[src/design/tcc_pkg.sv]
`default_nettype none

package tcc_pkg;

  localparam int unsigned CoordWidthDef = 16;
  localparam int unsigned FracBitsDef   = 16;
  localparam int unsigned OutWidth      = 48;
  localparam int unsigned QueueDepth    = 4;

  // op codes; any other code selects the circumcenter
  localparam logic [1:0] OP_CENTROID = 2'd0;
  localparam logic [1:0] OP_ORTHO    = 2'd1;
  localparam logic [1:0] OP_CIRCUM   = 2'd2;
  localparam logic [1:0] OP_RESERVED = 2'd3;

  localparam logic [1:0] STATUS_OK        = 2'd0;
  localparam logic [1:0] STATUS_COLLINEAR = 2'd1;
  localparam logic [1:0] STATUS_SAT       = 2'd2;

  typedef struct packed {
    logic collinear;
    logic subtract;
    logic neg_x;
    logic neg_y;
  } ctl_t;

endpackage

`default_nettype wire

[src/design/tcc_queue.sv]
`default_nettype none

module tcc_queue #(
  parameter int unsigned WIDTH = 8,
  parameter int unsigned DEPTH = tcc_pkg::QueueDepth
) (
  input  logic             clk_i,
  input  logic             rst_ni,
  input  logic             push_i,
  input  logic [WIDTH-1:0] wdata_i,
  output logic             full_o,
  input  logic             pop_i,
  output logic             empty_o,
  output logic [WIDTH-1:0] rdata_o
);

  localparam int unsigned AW = (DEPTH > 1) ? $clog2(DEPTH) : 1;

  logic [WIDTH-1:0] mem_q [DEPTH];
  logic [AW-1:0]    wr_q, rd_q;
  logic [AW:0]      cnt_q;

  assign full_o  = (cnt_q == (AW + 1)'(DEPTH));
  assign empty_o = (cnt_q == '0);
  assign rdata_o = mem_q[rd_q];

  always_ff @(posedge clk_i) begin
    if (push_i) begin
      mem_q[wr_q] <= wdata_i;
    end
  end

  always_ff @(posedge clk_i or negedge rst_ni) begin
    if (!rst_ni) begin
      wr_q  <= '0;
      rd_q  <= '0;
      cnt_q <= '0;
    end else begin
      if (push_i) begin
        wr_q <= (wr_q == AW'(DEPTH - 1)) ? '0 : wr_q + 1'b1;
      end
      if (pop_i) begin
        rd_q <= (rd_q == AW'(DEPTH - 1)) ? '0 : rd_q + 1'b1;
      end
      if (push_i && !pop_i) begin
        cnt_q <= cnt_q + 1'b1;
      end else if (pop_i && !push_i) begin
        cnt_q <= cnt_q - 1'b1;
      end
    end
  end

endmodule

`default_nettype wire

[config.mk]
export PLATFORM = sky130hd
export DESIGN_NAME = tcc_queue
export DESIGN_NICKNAME = d
export VERILOG_FILES = /design/src/design/tcc_pkg.sv /design/src/design/tcc_queue.sv
export SDC_FILE = /design/constraint.sdc
export NUM_CORES = 1
export LEC_CHECK = 0
export ABC_CLOCK_PERIOD_IN_PS = 1400
export BUFFER_PORTS_ARGS = -buffer_cell sky130_fd_sc_hd__buf_2
export CAP_MARGIN = 5
export CORE_MARGIN = 8
export CORE_UTILIZATION = 26
export DETAILED_ROUTE_END_ITERATION = 10
export GPL_ROUTABILITY_DRIVEN = 1
export GPL_TIMING_DRIVEN = 0
export SLEW_MARGIN = 20
export SYNTH_ARGS = -nofsm -noshare
export SYNTH_HDL_FRONTEND = slang
export SYNTH_SLANG_ARGS = --single-unit
[constraint.sdc]
create_clock -name clk_i -period 1.4 [get_ports clk_i]
set_input_delay 0.07 -clock clk_i [delete_from_list [all_inputs] [get_ports clk_i]]
set_output_delay 0.07 -clock clk_i [all_outputs]
set_load 0.03 [all_outputs]
==> results of run 1 <==
==> synthesized netlist by cell type <==
cell type	number
and2_1	4
buf_2	1
buf_6	1
dfrtp_1	7
edfxtp_1	32
fa_1	1
ha_1	6
inv_1	5
mux2_2	3
mux4_2	8
nand2_1	1
nand3_1	1
nor2_1	2
nor3_1	1
nor3b_1	1
o21ai_0	2
xnor2_1	1
xor2_1	2
==> flip-flops by register name (all words and copies together), names as in the netlist <==
| register | flops |
|---|---|
| cnt_q | 3 |
| mem_q | 32 |
| wr_q | 2 |
| rd_q | 2 |
==> logic make-up after synthesis <==
family                   after synthesis  synth area share
buffers and inverters                  7           0.02231
AO/OA/AOI/OAI                          2          0.006375
XOR/XNOR                               3           0.01674
flip-flops                            39            0.7235
adder cells (fa/ha/maj)                7           0.06056
AND/OR/NAND/NOR                       10           0.03426
multiplexers                          11            0.1363
==> power by group through the flow <==
stage / Sequential (W) / Combinational, W / Clock, W
after CTS: 0.00166 / 0.00168 / 0.000717
final: 0.00168 / 0.00174 / 0.000697
after global routing: 0.00170 / 0.00187 / 0.000769
after detailed placement: 0.00168 / 0.00142 / 0
after global placement: 0.00166 / 0.00137 / 0
after floorplan: 0.00164 / 0.00107 / 0
==> repair_timing <==
| item | CTS | global route |
|---|---|---|
| resized for setup | 20 | 4 |
| cloned | 0 | 1 |
| setup endpoints to repair | 29 | 14 |
| buffers inserted | 1 | 1 |
| hold buffers | 5 | 0 |
| hold endpoints to repair | 22 | 0 |
==> final timing paths <==
| check | startpoint | to |
|---|---|---|
| max | rd_q[0] | rdata_o[4] |
| min | wdata_i[6] | mem_q[1][6] |
| max reg2reg | cnt_q[0] | cnt_q[2] |
| min reg2reg | cnt_q[2] | cnt_q[2] |
| max in group asynchronous | rst_ni | rd_q[0] |
| min in group asynchronous | rst_ni | cnt_q[2] |
==> placed cells by master, fill, tap and decap left out, types with 3 or more instances in the layout <==
| master | synthesis | final |
|---|---|---|
| and2_2 | 0 | 4 |
| buf_2 | 1 | 14 |
| buf_6 | 1 | 8 |
| clkbuf_8 | 0 | 5 |
| dfrtp_1 | 7 | 5 |
| dlygate4sd3_1 | 0 | 5 |
| edfxtp_1 | 32 | 32 |
| ha_1 | 6 | 6 |
| inv_1 | 5 | 5 |
| mux2_2 | 3 | 3 |
| mux4_2 | 8 | 8 |
==> cell type report <==
type,instances,share of cell area
clock inverters,1,0.003119
repair buffers,29,0.1223
flip-flops and latches,39,0.5677
inverters,5,0.009357
plain buffers,2,0.009981
multi-input cells,33,0.2027
clock buffers,7,0.03805
well taps,75,0.04679
==> stage by stage <==
| step | cells | hold WS (ps) |
|---|---|---|
| 2_1_floorplan | 79 | -225.6 |
| 5_1_grt | 191 | 0.4238 |
| 6_report | 191 | 9.686 |
| 3_5_place_dp | 175 | -93.42 |
| 4_1_cts | 189 | 3.266 |
| 3_3_place_gp | 175 | -95.82 |
==> routing by layer <==
layer / up-vias / track usage / routed length (µm)
li1: 371 / - / -
met3: 2 / 0.02398 / 141
met4: 0 / 0.03170 / 14
met5: - / 0 / 0
met1: 402 / 0.06569 / 1086
met2: 17 / 0.1109 / 1498
==> critical path: cells and delay by family (launching register included) <==
| kind | cells | cell delay, ps |
|---|---|---|
| muxes | 1 | 520 |
| DFF | 1 | 410 |
| buffers and inverters | 2 | 300 |
==> summary.txt, run 1 <==
Worst setup path
  • CP Max Fanout: 5
  • Worst path required time: 1330 ps
  • Worst path cell trace: buf_8 -> mux4_2 -> buf_6
  • CP Launch Type: flop
  • Worst Path Arrival: 1510 ps
  • Critical path class: reg -> out
  • Critical Path Max Stage Delay: 520 ps
  • Worst setup EP type: output port
  • R2R cell count: 4
  • Setup slack, reg-to-reg: 90 ps
  • Slowest CP cell: mux4_2

Power
  • Sequential Power Share: 0.407
  • Power share of the clock group: 0.169
  • LEAKAGE: 0.7469 nW
  • Switch share: 0.3324
  • Pwr/cell area: 2050 mW/mm²
  • Power Internal: 0.002745 W
  • Overall power: 0.004112 W
  • VDD IR max: 797.8 µV
  • Net load switching power: 0.001367 W
  • Comb pwr share: 0.423

Worst hold path
  • Worst hold path depth: 1
  • Hold Crit Class: in -> reg

Die
  • Die Height: 93.72 µm
  • I/O pin cnt: 22
  • Die area: 0.008783 mm²
  • Initial Utilization: 0.2668
  • Die width: 93.72 µm
  • CORE AREA: 0.005886 mm²
  • # rows: 28

Synthesis
  • Synth Instances: 79
  • Yosys top cell area share: 0.6120
  • Post-Syn Area per Cell: 19.88 µm²
  • Syn nets: 98
  • Largest area contributor in the netlist: edfxtp_1
  • Synthesized flop and latch total: 39
  • Yosys warns: 0
  • Synth unique cells: 18
  • Top post-synthesis cells by area: edfxtp_1 (61%), mux4_2 (11%), dfrtp_1 (11%)
  • Post-Syn Area: 0.001570 mm²
  • Register area share after synthesis: 0.7235

Place
  • Gpl congestion: 0.7360
  • Detailed placement HPWL: 1.896 mm
  • DP Worst Slack: -58.06 ps
  • Area after DPL: 0.001769 mm²
  • PortBufs: 21

Route
  • 1st-iter DRT viols: 66
  • Routed vias/inst: 4.147
  • DR pass1 iterations: 4
  • Wire length per cell: 14.35 µm
  • DRT antenna net count: 0
  • WL final: 2.740 mm
  • Drt drc: 0
  • Via count: 792

Flow run
  • Max cap viols: 0

GRT
  • Tot GR Track Use: 0.06374
  • First-pass GRT wire length: 4.153 mm
  • Largest net degree at the start of global routing: 13
  • GR Overflow Total: 0
  • Antenna violations before repair: 0
  • Vias in the first global route: 852

STA
  • Setup Skew: 5.745 ps
  • Max-slew violation count: 0
  • RSZ-0062 raised after global routing: true
  • Worst slew margin: 0.8374
  • Highest clock rate: 634.9 MHz
  • Min Tclk post-route: 1575 ps
  • Worst-margin pin slew: 243.9 ps
  • Post-route setup slack: -175.1 ps
  • # setup viols final: 8
  • Final period utilization: 1.125
  • Fin. Hold Viols: 0
  • TNS Setup: -1317 ps

Finish
  • Layout Utilization: 0.3408
  • Finished Cell Area: 0.002006 mm²
  • Layout Nets: 134
  • Layout cells sized above 1: 0.4310
  • Multi-input gate area: 406.6 µm²
  • Diodes inserted: 0
  • Area grow syn2layout: 27.73%
  • Register area: 0.001139 mm²
  • Layout fillers: 564

Status
  • Status: finished, violations left
  • Failing checks: setup timing

CTS
  • H-tree levels: 2
  • Root buffer cell: clkbuf_8
  • CTS tree: yes
  • Max Root-Sink Buffers: 2
  • Worst-path clk slew: 70 ps
  • Clk sink count: 39
  • CTS Buf Count: 5
  • Worst-Skew Late Latency: 280 ps
(Power assumes the default switching activity.)
==> run 2, diff against run 1 <==
--- a/config.mk
+++ b/config.mk
@@ -5,11 +5,11 @@
 export SDC_FILE = /design/constraint.sdc
 export NUM_CORES = 1
 export LEC_CHECK = 0
-export ABC_CLOCK_PERIOD_IN_PS = 1400
+export ABC_CLOCK_PERIOD_IN_PS = 1500
 export BUFFER_PORTS_ARGS = -buffer_cell sky130_fd_sc_hd__buf_2
 export CAP_MARGIN = 5
 export CORE_MARGIN = 8
-export CORE_UTILIZATION = 26
+export CORE_UTILIZATION = 41
 export DETAILED_ROUTE_END_ITERATION = 10
 export GPL_ROUTABILITY_DRIVEN = 1
 export GPL_TIMING_DRIVEN = 0
==> constraint.sdc (replaced) <==
create_clock -name clk_i -period 1.5 [get_ports clk_i]
set_input_delay 0.075 -clock clk_i [delete_from_list [all_inputs] [get_ports clk_i]]
set_output_delay 0.075 -clock clk_i [all_outputs]
set_load 0.03 [all_outputs]
==> summary.txt, run 2 (same netlist as run 1, synthesis figures left out) <==
STA
  • Worst slew margin: 0.7169
  • Worst-margin pin slew: 424.6 ps
  • Max-slew violation count: 0
  • TNS Setup: -764.9 ps
  • Fin. Hold Viols: 0
  • Highest clock rate: 624.0 MHz
  • Min Tclk post-route: 1602 ps
  • Final period utilization: 1.068
  • # setup viols final: 8
  • Setup Skew: 8.160 ps
  • Post-route setup slack: -102.5 ps
  • RSZ-0062 raised after global routing: true

Route
  • Drt drc: 0
  • Via count: 789
  • DR pass1 iterations: 2
  • WL final: 2.496 mm
  • 1st-iter DRT viols: 108
  • Routed vias/inst: 4.931
  • DRT antenna net count: 0
  • Wire length per cell: 15.60 µm

Finish
  • Layout cells sized above 1: 0.4018
  • Layout Nets: 130
  • Top reg by flops: mem_q
  • Area grow syn2layout: 25.90%
  • Register area: 0.001137 mm²
  • Commonest non-fill, non-tap cell in the layout: edfxtp_1
  • Diodes inserted: 0
  • Most frequent cells in the layout: edfxtp_1 (32), buf_2 (14), mux4_2 (8), buf_6 (8)
  • Largest regs: mem_q (32), cnt_q (3)
  • Number of flip-flops in the largest register: 32
  • Cell Count, Final, Fillers Out: 160
  • Multi-input gate area: 400.4 µm²
  • Layout fillers: 312

CTS
  • CTS tree: yes
  • Root buffer cell: clkbuf_8
  • Worst-path clk slew: 80 ps
  • CTS Buf Count: 5
  • H-tree levels: 2
  • Worst-Skew Late Latency: 290 ps
  • Max Root-Sink Buffers: 2
  • Clk sink count: 39

Die
  • I/O pin cnt: 22
  • Initial Utilization: 0.4289
  • Die width: 77.89 µm
  • CORE AREA: 0.003661 mm²
  • # rows: 22
  • Die area: 0.006066 mm²
  • Die Height: 77.89 µm

Worst hold path
  • Hold Crit Class: in -> reg

Place
  • PortBufs: 21
  • Gpl congestion: 0.7081
  • DP Cell Count: 148
  • Detailed placement HPWL: 1.738 mm

Power
  • Power share of the clock group: 0.245
  • Power Internal: 0.002863 W
  • Switch share: 0.3067
  • Net load switching power: 0.001266 W
  • Sequential Power Share: 0.377
  • VDD IR max: 955.5 µV
  • Comb pwr share: 0.378
  • Pwr/cell area: 2089 mW/mm²
  • LEAKAGE: 0.7514 nW

Worst setup path
  • CP Launch Type: flop
  • Critical path class: reg -> out
  • Worst setup EP type: output port
  • Worst path required time: 1420 ps
  • CP Max Fanout: 5
  • Worst Path Arrival: 1530 ps

Status
  • Failing checks: setup timing
  • Status: finished, violations left

GRT
  • GR Overflow Total: 0
  • Vias in the first global route: 836
  • Antenna violations before repair: 0
  • First-pass GRT wire length: 4.229 mm
  • Largest net degree at the start of global routing: 13
  • Tot GR Track Use: 0.09241

Flow run
  • Max cap viols: 0
run 2: cell types whose count changed in the layout (fill, tap and decap cells not counted), moves of 2 or more:
cell	delta
dlygate4sd3_1	-3
bufinv_16	+2
and2_2	-3
and2_1	+3
run 2: power by group through the flow:
stage               Clock (W)  Combinational, W  Sequential, W
floorplan                   0          0.000994        0.00153
detailed placement          0           0.00131        0.00157
global placement            0           0.00128        0.00155
finish                0.00101           0.00156        0.00156
global route          0.00106           0.00169        0.00159
CTS                   0.00102           0.00162        0.00157
run 2: stage by stage:
| stage | hold slack, ps | util | total power [W] | cell area [µm²] | setup WS, ps |
|---|---|---|---|---|---|
| 2_1_floorplan | -220.6 | - | 0.002529 | 1570 | 204.6 |
| 3_3_place_gp | -86.29 | 0.4740 | 0.002830 | 1735 | 109.7 |
| 3_5_place_dp | -82.02 | 0.4740 | 0.002878 | 1735 | 47.56 |
| 4_1_cts | 1.119 | 0.5403 | 0.004205 | 1978 | -152.0 |
| 5_1_grt | 5.121 | 0.5400 | 0.004341 | 1977 | -159.7 |
| 6_report | 3.833 | 0.5400 | 0.004129 | 1977 | -102.5 |
run 2: final timing paths:
check	start	to	slack (ps)	cells past startpoint
max in group asynchronous	rst_ni	rd_q[0]	1200	2
min	wdata_i[1]	mem_q[1][1]	4	1
max reg2reg	wr_q[0]	mem_q[2][5]	90	3
min in group asynchronous	rst_ni	cnt_q[1]	140	2
min reg2reg	cnt_q[2]	cnt_q[2]	500	1
max	rd_q[0]	rdata_o[5]	-100	3
run 2: what timing repair did:
item	4_1_cts	5_1_grt
buffers inserted	1	0
gates cloned	1	0
endpoints found under the hold margin	11	0
gates resized for setup	19	2
hold buffers	2	0
setup endpoints to repair	8	14
run 2: cell type report:
cell class                      instances  area share
Timing Repair Buffer                   25      0.1051
Clock inverter                          2     0.03038
Sequential cell                        39      0.5753
Tap cell                               48     0.03038
Clock buffer                            6     0.03671
Buffer                                  2     0.01013
Multi-Input combinational cell         33      0.2025
Inverter                                5    0.009494
run 2: metal layers:
metal / share of wire / track usage / up-vias
met3: 0.046 / 0.03111 / 6
li1: - / - / 366
met2: 0.49 / 0.1429 / 16
met4: 0.016 / 0.05094 / 0
met5: 0 / 0 / -
met1: 0.45 / 0.1110 / 401
run 2: critical path, cell delays in order, from the launching register on:
cell and delay [ps]:
dfrtp_2 420, buf_8 140, mux4_2 510, buf_6 160
